[src/hw/rtl/gkpe_pkg.sv]
// ============================================================================
// gkpe_pkg
// Shared types, widths and constants of the gapped k-mer pair extractor.
// ============================================================================
package gkpe_pkg;

    localparam int CHAR_W         = 8;
    localparam int CODE_W         = 3;
    localparam int KMER_W         = 64;
    localparam int LEADER_LEN_W   = 6;
    localparam int GAP_LEN_W      = 7;
    localparam int FOLLOWER_LEN_W = 6;
    localparam int APB_DATA_W     = 32;
    localparam int APB_ADDR_W     = 4;
    localparam int REG_IDX_W      = 2;

    localparam int DEF_MAX_KMER  = 32;
    localparam int DEF_MAX_DELAY = 128;

    localparam logic [LEADER_LEN_W-1:0]   LEADER_LEN_RST   = 6'd27;
    localparam logic [GAP_LEN_W-1:0]      GAP_LEN_RST      = 7'd0;
    localparam logic [FOLLOWER_LEN_W-1:0] FOLLOWER_LEN_RST = 6'd27;

    localparam logic [CODE_W-1:0] BASE_A       = 3'd0;
    localparam logic [CODE_W-1:0] BASE_C       = 3'd1;
    localparam logic [CODE_W-1:0] BASE_G       = 3'd2;
    localparam logic [CODE_W-1:0] BASE_T       = 3'd3;
    localparam logic [CODE_W-1:0] INVALID_CODE = 3'd4;

    localparam logic [REG_IDX_W-1:0] REG_LEADER_LEN   = 2'd0;
    localparam logic [REG_IDX_W-1:0] REG_GAP_LEN      = 2'd1;
    localparam logic [REG_IDX_W-1:0] REG_FOLLOWER_LEN = 2'd2;

    typedef struct packed {
        logic step;
        logic clear;
    } t_step_ctl;

    typedef struct packed {
        logic [KMER_W-1:0] leader_kmer;
        logic [KMER_W-1:0] follower_kmer;
    } t_kmer_pair;

    function automatic logic [CODE_W-1:0] base_code(input logic [CHAR_W-1:0] c);
        logic [CODE_W-1:0] code;
        case (c) inside
            8'h41, 8'h61: code = BASE_A;
            8'h43, 8'h63: code = BASE_C;
            8'h47, 8'h67: code = BASE_G;
            8'h54, 8'h74: code = BASE_T;
            default:      code = INVALID_CODE;
        endcase
        return code;
    endfunction

endpackage

[src/hw/rtl/gkpe_if.sv]
// ============================================================================
// gkpe_if
// Valid/ready channels: base requests in, k-mer pair requests out.
// ============================================================================
interface gkpe_base_if;
    logic                        valid;
    logic                        ready;
    logic [gkpe_pkg::CHAR_W-1:0] base_char;
    logic                        read_end;

    modport source (output valid, output base_char, output read_end, input ready);
    modport sink   (input valid, input base_char, input read_end, output ready);
endinterface

interface gkpe_kmer_if;
    logic                        valid;
    logic                        ready;
    logic [gkpe_pkg::KMER_W-1:0] leader_kmer;
    logic [gkpe_pkg::KMER_W-1:0] follower_kmer;

    modport source (output valid, output leader_kmer, output follower_kmer, input ready);
    modport sink   (input valid, input leader_kmer, input follower_kmer, output ready);
endinterface

[src/hw/rtl/gapped_kmer_pair_extractor_core.sv]
// ============================================================================
// gapped_kmer_pair_extractor_core
// Gapped k-mer pair extractor: leader/follower k-mers from a streamed read.
// ============================================================================
// Takes ASCII bases and, when both k-mers hold a full run of valid bases,
// writes both k-mers into the output buffer. The leader is fed from a row of
// MAX_DELAY delay cells tapped at follower_length + gap_length; each k-mer is
// a shift row with a run counter, so every base completes in the accept cycle
// and one base per clock is sustained while the output buffer has room. Its
// two entries keep the input open while a result waits; input ready drops
// only when both entries are held. Reset and an accepted read_end clear the
// delay line and k-mers with no clearing pass. Lengths of 0 act as 1, lengths
// above MAX_KMER as MAX_KMER, and the total delay is capped at MAX_DELAY.
// Registers: leader_length at 0x0, gap_length at 0x4, follower_length at 0x8;
// write them only while no base is in flight.
// ============================================================================
module gapped_kmer_pair_extractor_core #(
    parameter int MAX_KMER  = gkpe_pkg::DEF_MAX_KMER,
    parameter int MAX_DELAY = gkpe_pkg::DEF_MAX_DELAY
) (
    input  logic                              i_clk,
    input  logic                              i_rst_n,
    gkpe_base_if.sink                         i_base,
    gkpe_kmer_if.source                       o_kmer,
    input  logic                              psel,
    input  logic                              penable,
    input  logic                              pwrite,
    input  logic [gkpe_pkg::APB_ADDR_W-1:0]   paddr,
    input  logic [gkpe_pkg::APB_DATA_W-1:0]   pwdata,
    output logic [gkpe_pkg::APB_DATA_W-1:0]   prdata,
    output logic                              pready
);

    localparam int RUN_W  = $clog2(MAX_KMER + 1);
    localparam int IDX_W  = $clog2(MAX_DELAY);
    localparam int DLY_W  = $clog2(MAX_DELAY + 1);
    localparam int DSUM_W = (DLY_W > 8) ? DLY_W : 8;
    localparam int CODE_W = gkpe_pkg::CODE_W;

    // configuration
    logic [gkpe_pkg::LEADER_LEN_W-1:0]   r_leader_len;
    logic [gkpe_pkg::GAP_LEN_W-1:0]      r_gap_len;
    logic [gkpe_pkg::FOLLOWER_LEN_W-1:0] r_follower_len;
    logic [gkpe_pkg::REG_IDX_W-1:0]      w_reg_idx;
    logic                                w_cfg_wr;

    assign pready    = 1'b1;
    assign w_reg_idx = paddr[gkpe_pkg::REG_IDX_W+1:2];
    assign w_cfg_wr  = psel & penable & pwrite;

    always_ff @(posedge i_clk) begin
        if (!i_rst_n) begin
            r_leader_len   <= gkpe_pkg::LEADER_LEN_RST;
            r_gap_len      <= gkpe_pkg::GAP_LEN_RST;
            r_follower_len <= gkpe_pkg::FOLLOWER_LEN_RST;
        end else if (w_cfg_wr) begin
            unique case (w_reg_idx)
                gkpe_pkg::REG_LEADER_LEN: begin
                    r_leader_len <= pwdata[gkpe_pkg::LEADER_LEN_W-1:0];
                end
                gkpe_pkg::REG_GAP_LEN: begin
                    r_gap_len <= pwdata[gkpe_pkg::GAP_LEN_W-1:0];
                end
                gkpe_pkg::REG_FOLLOWER_LEN: begin
                    r_follower_len <= pwdata[gkpe_pkg::FOLLOWER_LEN_W-1:0];
                end
                default: begin
                end
            endcase
        end
    end

    always_comb begin
        unique case (w_reg_idx)
            gkpe_pkg::REG_LEADER_LEN:   prdata = gkpe_pkg::APB_DATA_W'(r_leader_len);
            gkpe_pkg::REG_GAP_LEN:      prdata = gkpe_pkg::APB_DATA_W'(r_gap_len);
            gkpe_pkg::REG_FOLLOWER_LEN: prdata = gkpe_pkg::APB_DATA_W'(r_follower_len);
            default:                    prdata = '0;
        endcase
    end

    // effective lengths and delay tap
    logic [RUN_W-1:0]  w_llen;
    logic [RUN_W-1:0]  w_flen;
    logic [DSUM_W-1:0] w_dsum;
    logic [DSUM_W-1:0] w_delay;
    logic [IDX_W-1:0]  w_tap_idx;

    always_comb begin
        if (r_leader_len == '0) begin
            w_llen = RUN_W'(1);
        end else if (r_leader_len > gkpe_pkg::LEADER_LEN_W'(MAX_KMER)) begin
            w_llen = RUN_W'(MAX_KMER);
        end else begin
            w_llen = RUN_W'(r_leader_len);
        end
        if (r_follower_len == '0) begin
            w_flen = RUN_W'(1);
        end else if (r_follower_len > gkpe_pkg::FOLLOWER_LEN_W'(MAX_KMER)) begin
            w_flen = RUN_W'(MAX_KMER);
        end else begin
            w_flen = RUN_W'(r_follower_len);
        end
        w_dsum    = DSUM_W'(w_flen) + DSUM_W'(r_gap_len);
        w_delay   = (w_dsum > DSUM_W'(MAX_DELAY)) ? DSUM_W'(MAX_DELAY) : w_dsum;
        w_tap_idx = IDX_W'(w_delay - 1'b1);
    end

    // input step
    logic                 w_accept;
    logic [CODE_W-1:0]    w_code;
    gkpe_pkg::t_step_ctl  w_ctl;
    logic                 r_v0;
    logic                 r_v1;

    assign i_base.ready = ~r_v1;
    assign w_accept     = i_base.valid & i_base.ready;
    assign w_code       = gkpe_pkg::base_code(i_base.base_char);
    assign w_ctl.step   = w_accept;
    assign w_ctl.clear  = i_base.read_end;

    // delay line
    logic [CODE_W-1:0]    w_chain [MAX_DELAY+1];
    logic [CODE_W-1:0]    w_tap   [MAX_DELAY];
    logic [MAX_DELAY-1:0] w_tap_bit [CODE_W];
    logic [CODE_W-1:0]    w_delayed;

    assign w_chain[0] = w_code;

    for (genvar i = 0; i < MAX_DELAY; i++) begin : g_cell
        gkpe_delay_cell #(
            .INDEX (i),
            .IDX_W (IDX_W)
        ) u_cell (
            .i_clk     (i_clk),
            .i_rst_n   (i_rst_n),
            .i_ctl     (w_ctl),
            .i_code    (w_chain[i]),
            .i_tap_idx (w_tap_idx),
            .o_code    (w_chain[i+1]),
            .o_tap     (w_tap[i])
        );
        for (genvar b = 0; b < CODE_W; b++) begin : g_bit
            assign w_tap_bit[b][i] = w_tap[i][b];
        end
    end

    for (genvar b = 0; b < CODE_W; b++) begin : g_or
        assign w_delayed[b] = |w_tap_bit[b];
    end

    // k-mers
    logic                        w_lead_full;
    logic                        w_fol_full;
    logic [gkpe_pkg::KMER_W-1:0] w_lead_kmer;
    logic [gkpe_pkg::KMER_W-1:0] w_fol_kmer;

    gkpe_kmer_unit #(
        .MAX_KMER (MAX_KMER),
        .RUN_W    (RUN_W)
    ) u_leader (
        .i_clk   (i_clk),
        .i_rst_n (i_rst_n),
        .i_ctl   (w_ctl),
        .i_code  (w_delayed),
        .i_len   (w_llen),
        .o_full  (w_lead_full),
        .o_kmer  (w_lead_kmer)
    );

    gkpe_kmer_unit #(
        .MAX_KMER (MAX_KMER),
        .RUN_W    (RUN_W)
    ) u_follower (
        .i_clk   (i_clk),
        .i_rst_n (i_rst_n),
        .i_ctl   (w_ctl),
        .i_code  (w_code),
        .i_len   (w_flen),
        .o_full  (w_fol_full),
        .o_kmer  (w_fol_kmer)
    );

    // two-entry output buffer
    gkpe_pkg::t_kmer_pair r_q0;
    gkpe_pkg::t_kmer_pair r_q1;
    gkpe_pkg::t_kmer_pair w_new;
    logic                 w_push;
    logic                 w_pop;

    assign w_new.leader_kmer   = w_lead_kmer;
    assign w_new.follower_kmer = w_fol_kmer;
    assign w_push = w_accept & w_lead_full & w_fol_full;
    assign w_pop  = r_v0 & o_kmer.ready;

    always_ff @(posedge i_clk) begin
        if (!i_rst_n) begin
            r_v0 <= 1'b0;
            r_v1 <= 1'b0;
        end else begin
            case ({w_push, w_pop})
                2'b10: begin
                    if (!r_v0) begin
                        r_v0 <= 1'b1;
                    end else begin
                        r_v1 <= 1'b1;
                    end
                end
                2'b01: begin
                    r_v0 <= r_v1;
                    r_v1 <= 1'b0;
                end
                default: begin
                end
            endcase
        end
    end

    always_ff @(posedge i_clk) begin
        case ({w_push, w_pop})
            2'b10: begin
                if (!r_v0) begin
                    r_q0 <= w_new;
                end else begin
                    r_q1 <= w_new;
                end
            end
            2'b01: begin
                r_q0 <= r_q1;
            end
            2'b11: begin
                if (r_v1) begin
                    r_q0 <= r_q1;
                    r_q1 <= w_new;
                end else begin
                    r_q0 <= w_new;
                end
            end
            default: begin
            end
        endcase
    end

    assign o_kmer.valid         = r_v0;
    assign o_kmer.leader_kmer   = r_q0.leader_kmer;
    assign o_kmer.follower_kmer = r_q0.follower_kmer;

endmodule

[src/hw/rtl/gkpe_delay_cell.sv]
// ============================================================================
// gkpe_delay_cell
// One stage of the base delay line: holds a code, passes it on, drives its tap.
// ============================================================================
module gkpe_delay_cell #(
    parameter int INDEX = 0,
    parameter int IDX_W = 7
) (
    input  logic                          i_clk,
    input  logic                          i_rst_n,
    input  gkpe_pkg::t_step_ctl           i_ctl,
    input  logic [gkpe_pkg::CODE_W-1:0]   i_code,
    input  logic [IDX_W-1:0]              i_tap_idx,
    output logic [gkpe_pkg::CODE_W-1:0]   o_code,
    output logic [gkpe_pkg::CODE_W-1:0]   o_tap
);

    logic [gkpe_pkg::CODE_W-1:0] r_code;

    always_ff @(posedge i_clk) begin
        if (!i_rst_n) begin
            r_code <= gkpe_pkg::INVALID_CODE;
        end else if (i_ctl.step) begin
            r_code <= i_ctl.clear ? gkpe_pkg::INVALID_CODE : i_code;
        end
    end

    assign o_code = r_code;
    assign o_tap  = (i_tap_idx == IDX_W'(INDEX)) ? r_code : '0;

endmodule

[src/hw/rtl/gkpe_kmer_unit.sv]
// ============================================================================
// gkpe_kmer_unit
// Sliding k-mer: row of 2-bit base slots, valid run counter, length mask.
// ============================================================================
module gkpe_kmer_unit #(
    parameter int MAX_KMER = gkpe_pkg::DEF_MAX_KMER,
    parameter int RUN_W    = $clog2(MAX_KMER + 1)
) (
    input  logic                          i_clk,
    input  logic                          i_rst_n,
    input  gkpe_pkg::t_step_ctl           i_ctl,
    input  logic [gkpe_pkg::CODE_W-1:0]   i_code,
    input  logic [RUN_W-1:0]              i_len,
    output logic                          o_full,
    output logic [gkpe_pkg::KMER_W-1:0]   o_kmer
);

    localparam int SHIFT_W = 2 * MAX_KMER;

    logic [SHIFT_W-1:0] r_shift;
    logic [SHIFT_W-1:0] n_shift;
    logic [RUN_W-1:0]   r_run;
    logic [RUN_W-1:0]   n_run;
    logic [SHIFT_W-1:0] w_masked;
    logic               w_valid;

    assign w_valid = ~i_code[gkpe_pkg::CODE_W-1];

    always_comb begin
        if (w_valid) begin
            n_shift = (r_shift << 2) | SHIFT_W'(i_code[1:0]);
            n_run   = (r_run == RUN_W'(MAX_KMER)) ? r_run : r_run + 1'b1;
        end else begin
            n_shift = '0;
            n_run   = '0;
        end
    end

    always_ff @(posedge i_clk) begin
        if (!i_rst_n) begin
            r_shift <= '0;
            r_run   <= '0;
        end else if (i_ctl.step) begin
            r_shift <= i_ctl.clear ? '0 : n_shift;
            r_run   <= i_ctl.clear ? '0 : n_run;
        end
    end

    for (genvar b = 0; b < MAX_KMER; b++) begin : g_slot
        assign w_masked[2*b +: 2] = (RUN_W'(b) < i_len) ? n_shift[2*b +: 2] : 2'b00;
    end

    assign o_full = (n_run >= i_len);
    assign o_kmer = gkpe_pkg::KMER_W'(w_masked);

endmodule

[src/flat_wrapper.sv]
// flat-port wrapper written by rule: the top's interface ports become plain ports
module gapped_kmer_pair_extractor_core_flat 
#(
    parameter int MAX_KMER  = gkpe_pkg::DEF_MAX_KMER,
    parameter int MAX_DELAY = gkpe_pkg::DEF_MAX_DELAY
)
  (i_clk, i_rst_n, psel, penable, pwrite, paddr, pwdata, prdata, pready, i_base_valid, i_base_base_char, i_base_read_end, i_base_ready, o_kmer_valid, o_kmer_leader_kmer, o_kmer_follower_kmer, o_kmer_ready);
  gkpe_base_if i_base_i ();
  gkpe_kmer_if o_kmer_i ();
  input  logic i_clk;
  input  logic i_rst_n;
  input  logic psel;
  input  logic penable;
  input  logic pwrite;
  input  logic [gkpe_pkg::APB_ADDR_W-1:0] paddr;
  input  logic [gkpe_pkg::APB_DATA_W-1:0] pwdata;
  output logic [gkpe_pkg::APB_DATA_W-1:0] prdata;
  output logic pready;
  input wire logic [$bits(i_base_i.valid)-1:0] i_base_valid;
  input wire logic [$bits(i_base_i.base_char)-1:0] i_base_base_char;
  input wire logic [$bits(i_base_i.read_end)-1:0] i_base_read_end;
  output wire logic [$bits(i_base_i.ready)-1:0] i_base_ready;
  output wire logic [$bits(o_kmer_i.valid)-1:0] o_kmer_valid;
  output wire logic [$bits(o_kmer_i.leader_kmer)-1:0] o_kmer_leader_kmer;
  output wire logic [$bits(o_kmer_i.follower_kmer)-1:0] o_kmer_follower_kmer;
  input wire logic [$bits(o_kmer_i.ready)-1:0] o_kmer_ready;
  assign i_base_i.valid = i_base_valid;
  assign i_base_i.base_char = i_base_base_char;
  assign i_base_i.read_end = i_base_read_end;
  assign i_base_ready = i_base_i.ready;
  assign o_kmer_valid = o_kmer_i.valid;
  assign o_kmer_leader_kmer = o_kmer_i.leader_kmer;
  assign o_kmer_follower_kmer = o_kmer_i.follower_kmer;
  assign o_kmer_i.ready = o_kmer_ready;
  gapped_kmer_pair_extractor_core #(.MAX_KMER(MAX_KMER), .MAX_DELAY(MAX_DELAY)) u_core (.i_clk(i_clk), .i_rst_n(i_rst_n), .i_base(i_base_i), .o_kmer(o_kmer_i), .psel(psel), .penable(penable), .pwrite(pwrite), .paddr(paddr), .pwdata(pwdata), .prdata(prdata), .pready(pready));
endmodule
[config.mk]
export PLATFORM = sky130hd
export DESIGN_NAME = gapped_kmer_pair_extractor_core_flat
export DESIGN_NICKNAME = d
export VERILOG_FILES = /design/src/hw/rtl/gkpe_pkg.sv /design/src/hw/rtl/gkpe_if.sv /design/src/hw/rtl/gapped_kmer_pair_extractor_core.sv /design/src/hw/rtl/gkpe_delay_cell.sv /design/src/hw/rtl/gkpe_kmer_unit.sv /design/src/flat_wrapper.sv
export SDC_FILE = /design/constraint.sdc
export NUM_CORES = 2
export LEC_CHECK = 0
export ABC_AREA = 0
export BUFFER_PORTS_ARGS = -buffer_cell sky130_fd_sc_hd__buf_2
export CAP_MARGIN = 0
export CORE_ASPECT_RATIO = 0.5
export CORE_MARGIN = 1.5
export CORE_UTILIZATION = 30
export CTS_CLUSTER_SIZE = 24
export DETAILED_ROUTE_END_ITERATION = 12
export PLACE_DENSITY = 0.48
export SETUP_SLACK_MARGIN = 0.2
export SLEW_MARGIN = 20
export SYNTH_ARGS = -nofsm -noshare
export SYNTH_HDL_FRONTEND = slang
export SYNTH_SLANG_ARGS = --single-unit
[constraint.sdc]
create_clock -name i_clk -period 16.66 [get_ports i_clk]
set_input_delay 1.666 -clock i_clk [delete_from_list [all_inputs] [get_ports i_clk]]
set_output_delay 1.666 -clock i_clk [all_outputs]
set_load 0.01 [all_outputs]
==> impl_results.rst <==
.. list-table::
   :header-rows: 1

   * - Metric
     - Value
   * - Outcome
     - completed
   * - Max FO, Critical Path
     - 70
   * - # IOs
     - around 220
   * - Power per standard cell area
     - 101 nW/um2
   * - Initial antenna violation count
     - 9
   * - Portion of the post-synthesis area used by sequential elements
     - 0.520
   * - Number of flops mapped to enable cells by yosys
     - 256
   * - GRT Util Overall
     - 0.192
   * - Clk pin slew, worst setup/hold paths
     - 0.07 ns
   * - Number of filler instances in the final layout
     - ~12000
   * - Cts repair resizes
     - 0
   * - Final critical delay including setup and external delays
     - about 12 ns
   * - Total number of vias
     - approximately 29000
   * - Fin. Hold Viols
     - 0
   * - Sink count of the clock tree
     - roughly 800
   * - GR Util met3
     - 0.0343
   * - Most used routing layer in global routing
     - met2
   * - Worst-Skew Late Latency
     - a little under 0.7 ns
   * - Required time of the worst setup path
     - between 15 and 20 ns
   * - Quantity of I/O buffers inserted on ports
     - 160
   * - Number of detailed-route iterations in the first pass
     - 6
   * - Final worst clock skew
     - between 0.02 and 0.025 ns
   * - Final weighted congestion in routability-driven placement
     - 0.963
   * - Highest attainable clock frequency
     - 86.8 MHz
   * - DR iter-0 viols
     - 3361
   * - Slew Limit Fails
     - 0
   * - Global-route track usage on met2
     - 0.299
   * - Core region area
     - between 100000 and 150000 um2
   * - Most common library cell in the layout ignoring fill and taps
     - nand2_1
   * - CTS buffer count
     - 81
   * - Average footprint of a synthesized cell
     - 9.42 um2
   * - Global-route met1 utilization
     - 0.271
   * - Wire length of the first global-routing pass
     - about 180 mm
   * - Transition time at the pin with the least slew margin
     - 1.26 ns
   * - Synthesized cell area
     - 35600 um2
   * - CP arrival
     - approximately 12 ns
   * - Number of different library cells in the post-synthesis netlist
     - 70
   * - Final global-route overflow total
     - 0
   * - Number of cells after detailed placement
     - ~5300
   * - Effective utilization at floorplan
     - 0.303
   * - Via count normalized by instance count
     - 5.40
   * - Die H
     - approximately 250 um
   * - Net total in the final layout
     - 3858
   * - Dominant register cell in the synthesized netlist
     - dfxtp_1
   * - Worst vdd ir
     - 63.1 uV
   * - Leading cell types in the layout, fill and taps excluded
     - nand2_1 (562), dfxtp_1 (541), nor2_1 (273)
   * - Share of final-layout standard cells stronger than drive strength 1
     - 0.106
   * - H-Tree Depth
     - 3
   * - Startpoint class of the critical path
     - register
   * - Area growth from synthesis to layout
     - 13.7%
   * - Slowest stage cell, crit path
     - buf_4
   * - Number of endpoints failing setup at the final stage
     - 0
   * - Site row count
     - slightly below 90
   * - Die width
     - 490 um
   * - Most repeated library cell on the critical path
     - a21oi_1
   * - Half-perimeter wire length of the detailed placement result
     - 74.9 mm
   * - Largest buffer count on any clock path
     - 3
   * - Antenna-violating nets left
     - 0
   * - Number of max-cap violations
     - 0
   * - Pleak
     - 0.0129 uW
   * - Avg WL per Cell
     - 22.0 um
   * - Setup repair after global routing missed its margin
     - false
   * - Kind of capture point of the worst setup path
     - register
   * - Synthesized instance count
     - roughly 3800
   * - Tcrit/Tclk final
     - 0.692
   * - Number of buffers inserted by hold repair at cts
     - 0
   * - Async SR Flop Fraction
     - 0
   * - Path type of the worst min-delay path
     - register to register
   * - Clock root buffer
     - clkbuf_16
   * - Largest net degree at the start of global routing
     - between 150 and 200
   * - Final sum of negative setup slack
     - 0 ns
   * - Non-filler cells, final
     - about 5400
   * - Post-route DRC violation count
     - 0
   * - Slowest stage delay, CP
     - between 0.8 and 0.9 ns
   * - Vias in the first global route
     - about 28000
   * - Ys Warns
     - 0
   * - CTS tree
     - yes
   * - Yosys reg bits
     - 797
   * - Worst slew margin
     - 0.153
   * - Wire length reported by the detailed router
     - around 120 mm
   * - Category of the critical setup timing path
     - register to register
   * - Post-CTS Setup Bufs
     - 0
   * - Full die area
     - roughly 120000 um2
-- layout make-up --
cell class,instances,area [um2],area share
diodes,2,5.00,0.000124
clock buffers,114,2340,0.0578
clock inverters,37,343,0.00846
inverters,28,105,0.00259
multi-input cells,2643,15900,0.391
flip-flops and latches,797,18500,0.457
well taps,1592,1990,0.0492
repair buffers,229,1360,0.0334
-- report_power, final --
part / total [uW] / switching (uW) / internal (uW) / leakage (uW)
combinational: 228 / 176 / 52.0 / 0.00484
sequential: 1990 / 2.19 / 1990 / 0.00668
clock: 1870 / 817 / 1050 / 0.00133
-- flip-flops by register name, indices dropped and copies added (netlist names) --
| signal | count |
|---|---|
| u_core.g_cell.u_cell.o_code | 384 |
| u_core.u_leader.r_shift | 62 |
| u_core.r_follower_len | 6 |
| u_core.o_kmer.valid | 1 |
| u_core.u_follower.r_shift | 62 |
| u_core.o_kmer.leader_kmer | 64 |
| u_core.o_kmer.follower_kmer | 64 |
| u_core.r_leader_len | 6 |
| u_core.u_leader.r_run | 6 |
| u_core.r_gap_len | 7 |
| u_core.r_q1 | 128 |
| u_core.u_follower.r_run | 6 |
| u_core.r_v1 | 1 |
-- path summary, 6_finish.rpt --
kind,start,to,slack (ns),cells past startpoint
setup / recovery,u_core.r_follower_len[2],u_core.r_q1[79],5.14,33
hold / removal,u_core.g_cell[101].u_cell.o_code[0],u_core.g_cell[101].u_cell.o_code[0],0.47,2
setup reg to reg,u_core.r_follower_len[2],u_core.r_q1[79],5.14,33
hold reg to reg,u_core.g_cell[101].u_cell.o_code[0],u_core.g_cell[101].u_cell.o_code[0],0.47,2
-- metrics by stage --
step | worst slack (ns) | hold slack, ns | total power [uW] | area [um2] | util
floorplan | 0.983 | 0.440 | 2190 | 35700 | -
global placement | 5.25 | 0.451 | 2260 | 37800 | 0.321
detailed placement | 5.19 | 0.458 | 2260 | 37800 | 0.321
CTS | 5.14 | 0.466 | 4140 | 40500 | 0.344
global route | 4.38 | 0.496 | 4230 | 40500 | 0.344
finish | 5.14 | 0.465 | 4090 | 40500 | 0.344
-- synthesized netlist by cell type (10+ instances only) --
| library cell | n | area, um2 |
|---|---|---|
| mux2i_1 | 34 | 340 |
| a222oi_1 | 26 | 260 |
| buf_1 | 30 | 113 |
| and2_1 | 21 | 131 |
| edfxtp_1 | 256 | 7690 |
| a21o_1 | 12 | 90.1 |
| o21ai_0 | 206 | 1030 |
| nor2_1 | 276 | 1040 |
| nand4_1 | 27 | 169 |
| ha_1 | 25 | 313 |
| a21boi_0 | 255 | 1910 |
| dfxtp_1 | 541 | 10800 |
| inv_1 | 28 | 105 |
| buf_2 | 10 | 50.1 |
| nand2b_1 | 12 | 75.1 |
| nor3_1 | 149 | 746 |
| buf_4 | 29 | 218 |
| o22ai_1 | 14 | 87.6 |
| o21ai_1 | 61 | 305 |
| a22oi_1 | 109 | 818 |
| nor2b_1 | 92 | 576 |
| nand3_1 | 47 | 235 |
| nand3b_1 | 253 | 1900 |
| and3_1 | 56 | 350 |
| a32o_1 | 106 | 1060 |
| a21oi_1 | 61 | 305 |
| a31oi_1 | 24 | 150 |
| a22o_1 | 32 | 280 |
| clkbuf_1 | 270 | 1010 |
| a221oi_1 | 15 | 131 |
| nand2_1 | 564 | 2120 |
-- critical path, delay by kind of cell, from the launching register on --
family / cells / cell delay [ns]
compound gates: 9 / 2.10
xor+xnor: 1 / 0.60
fa+ha+maj: 4 / 1.26
buf+inv: 6 / 2.84
flops: 1 / 0.45
simple gates: 13 / 3.71
-- kinds of logic after synthesis --
| family | Yosys count | synth area share |
|---|---|---|
| XOR/XNOR | 16 | 0.00393 |
| other | 2 | 0.000211 |
| adder cells (fa/ha/maj) | 26 | 0.00934 |
| buffers and inverters | 368 | 0.0422 |
| multiplexers | 36 | 0.0102 |
| flip-flops | 797 | 0.520 |
| AND/OR/NAND/NOR | 1536 | 0.214 |
| AO/OA/AOI/OAI | 1003 | 0.200 |
-- routing by layer --
| metal | share of wire | up-vias |
|---|---|---|
| met2 | 0.45 | 890 |
| met3 | 0.060 | 191 |
| met4 | 0.026 | 4 |
| li1 | - | 13700 |
| met1 | 0.47 | 14600 |
| met5 | 0.00020 | - |
(Power assumes the default switching activity.)
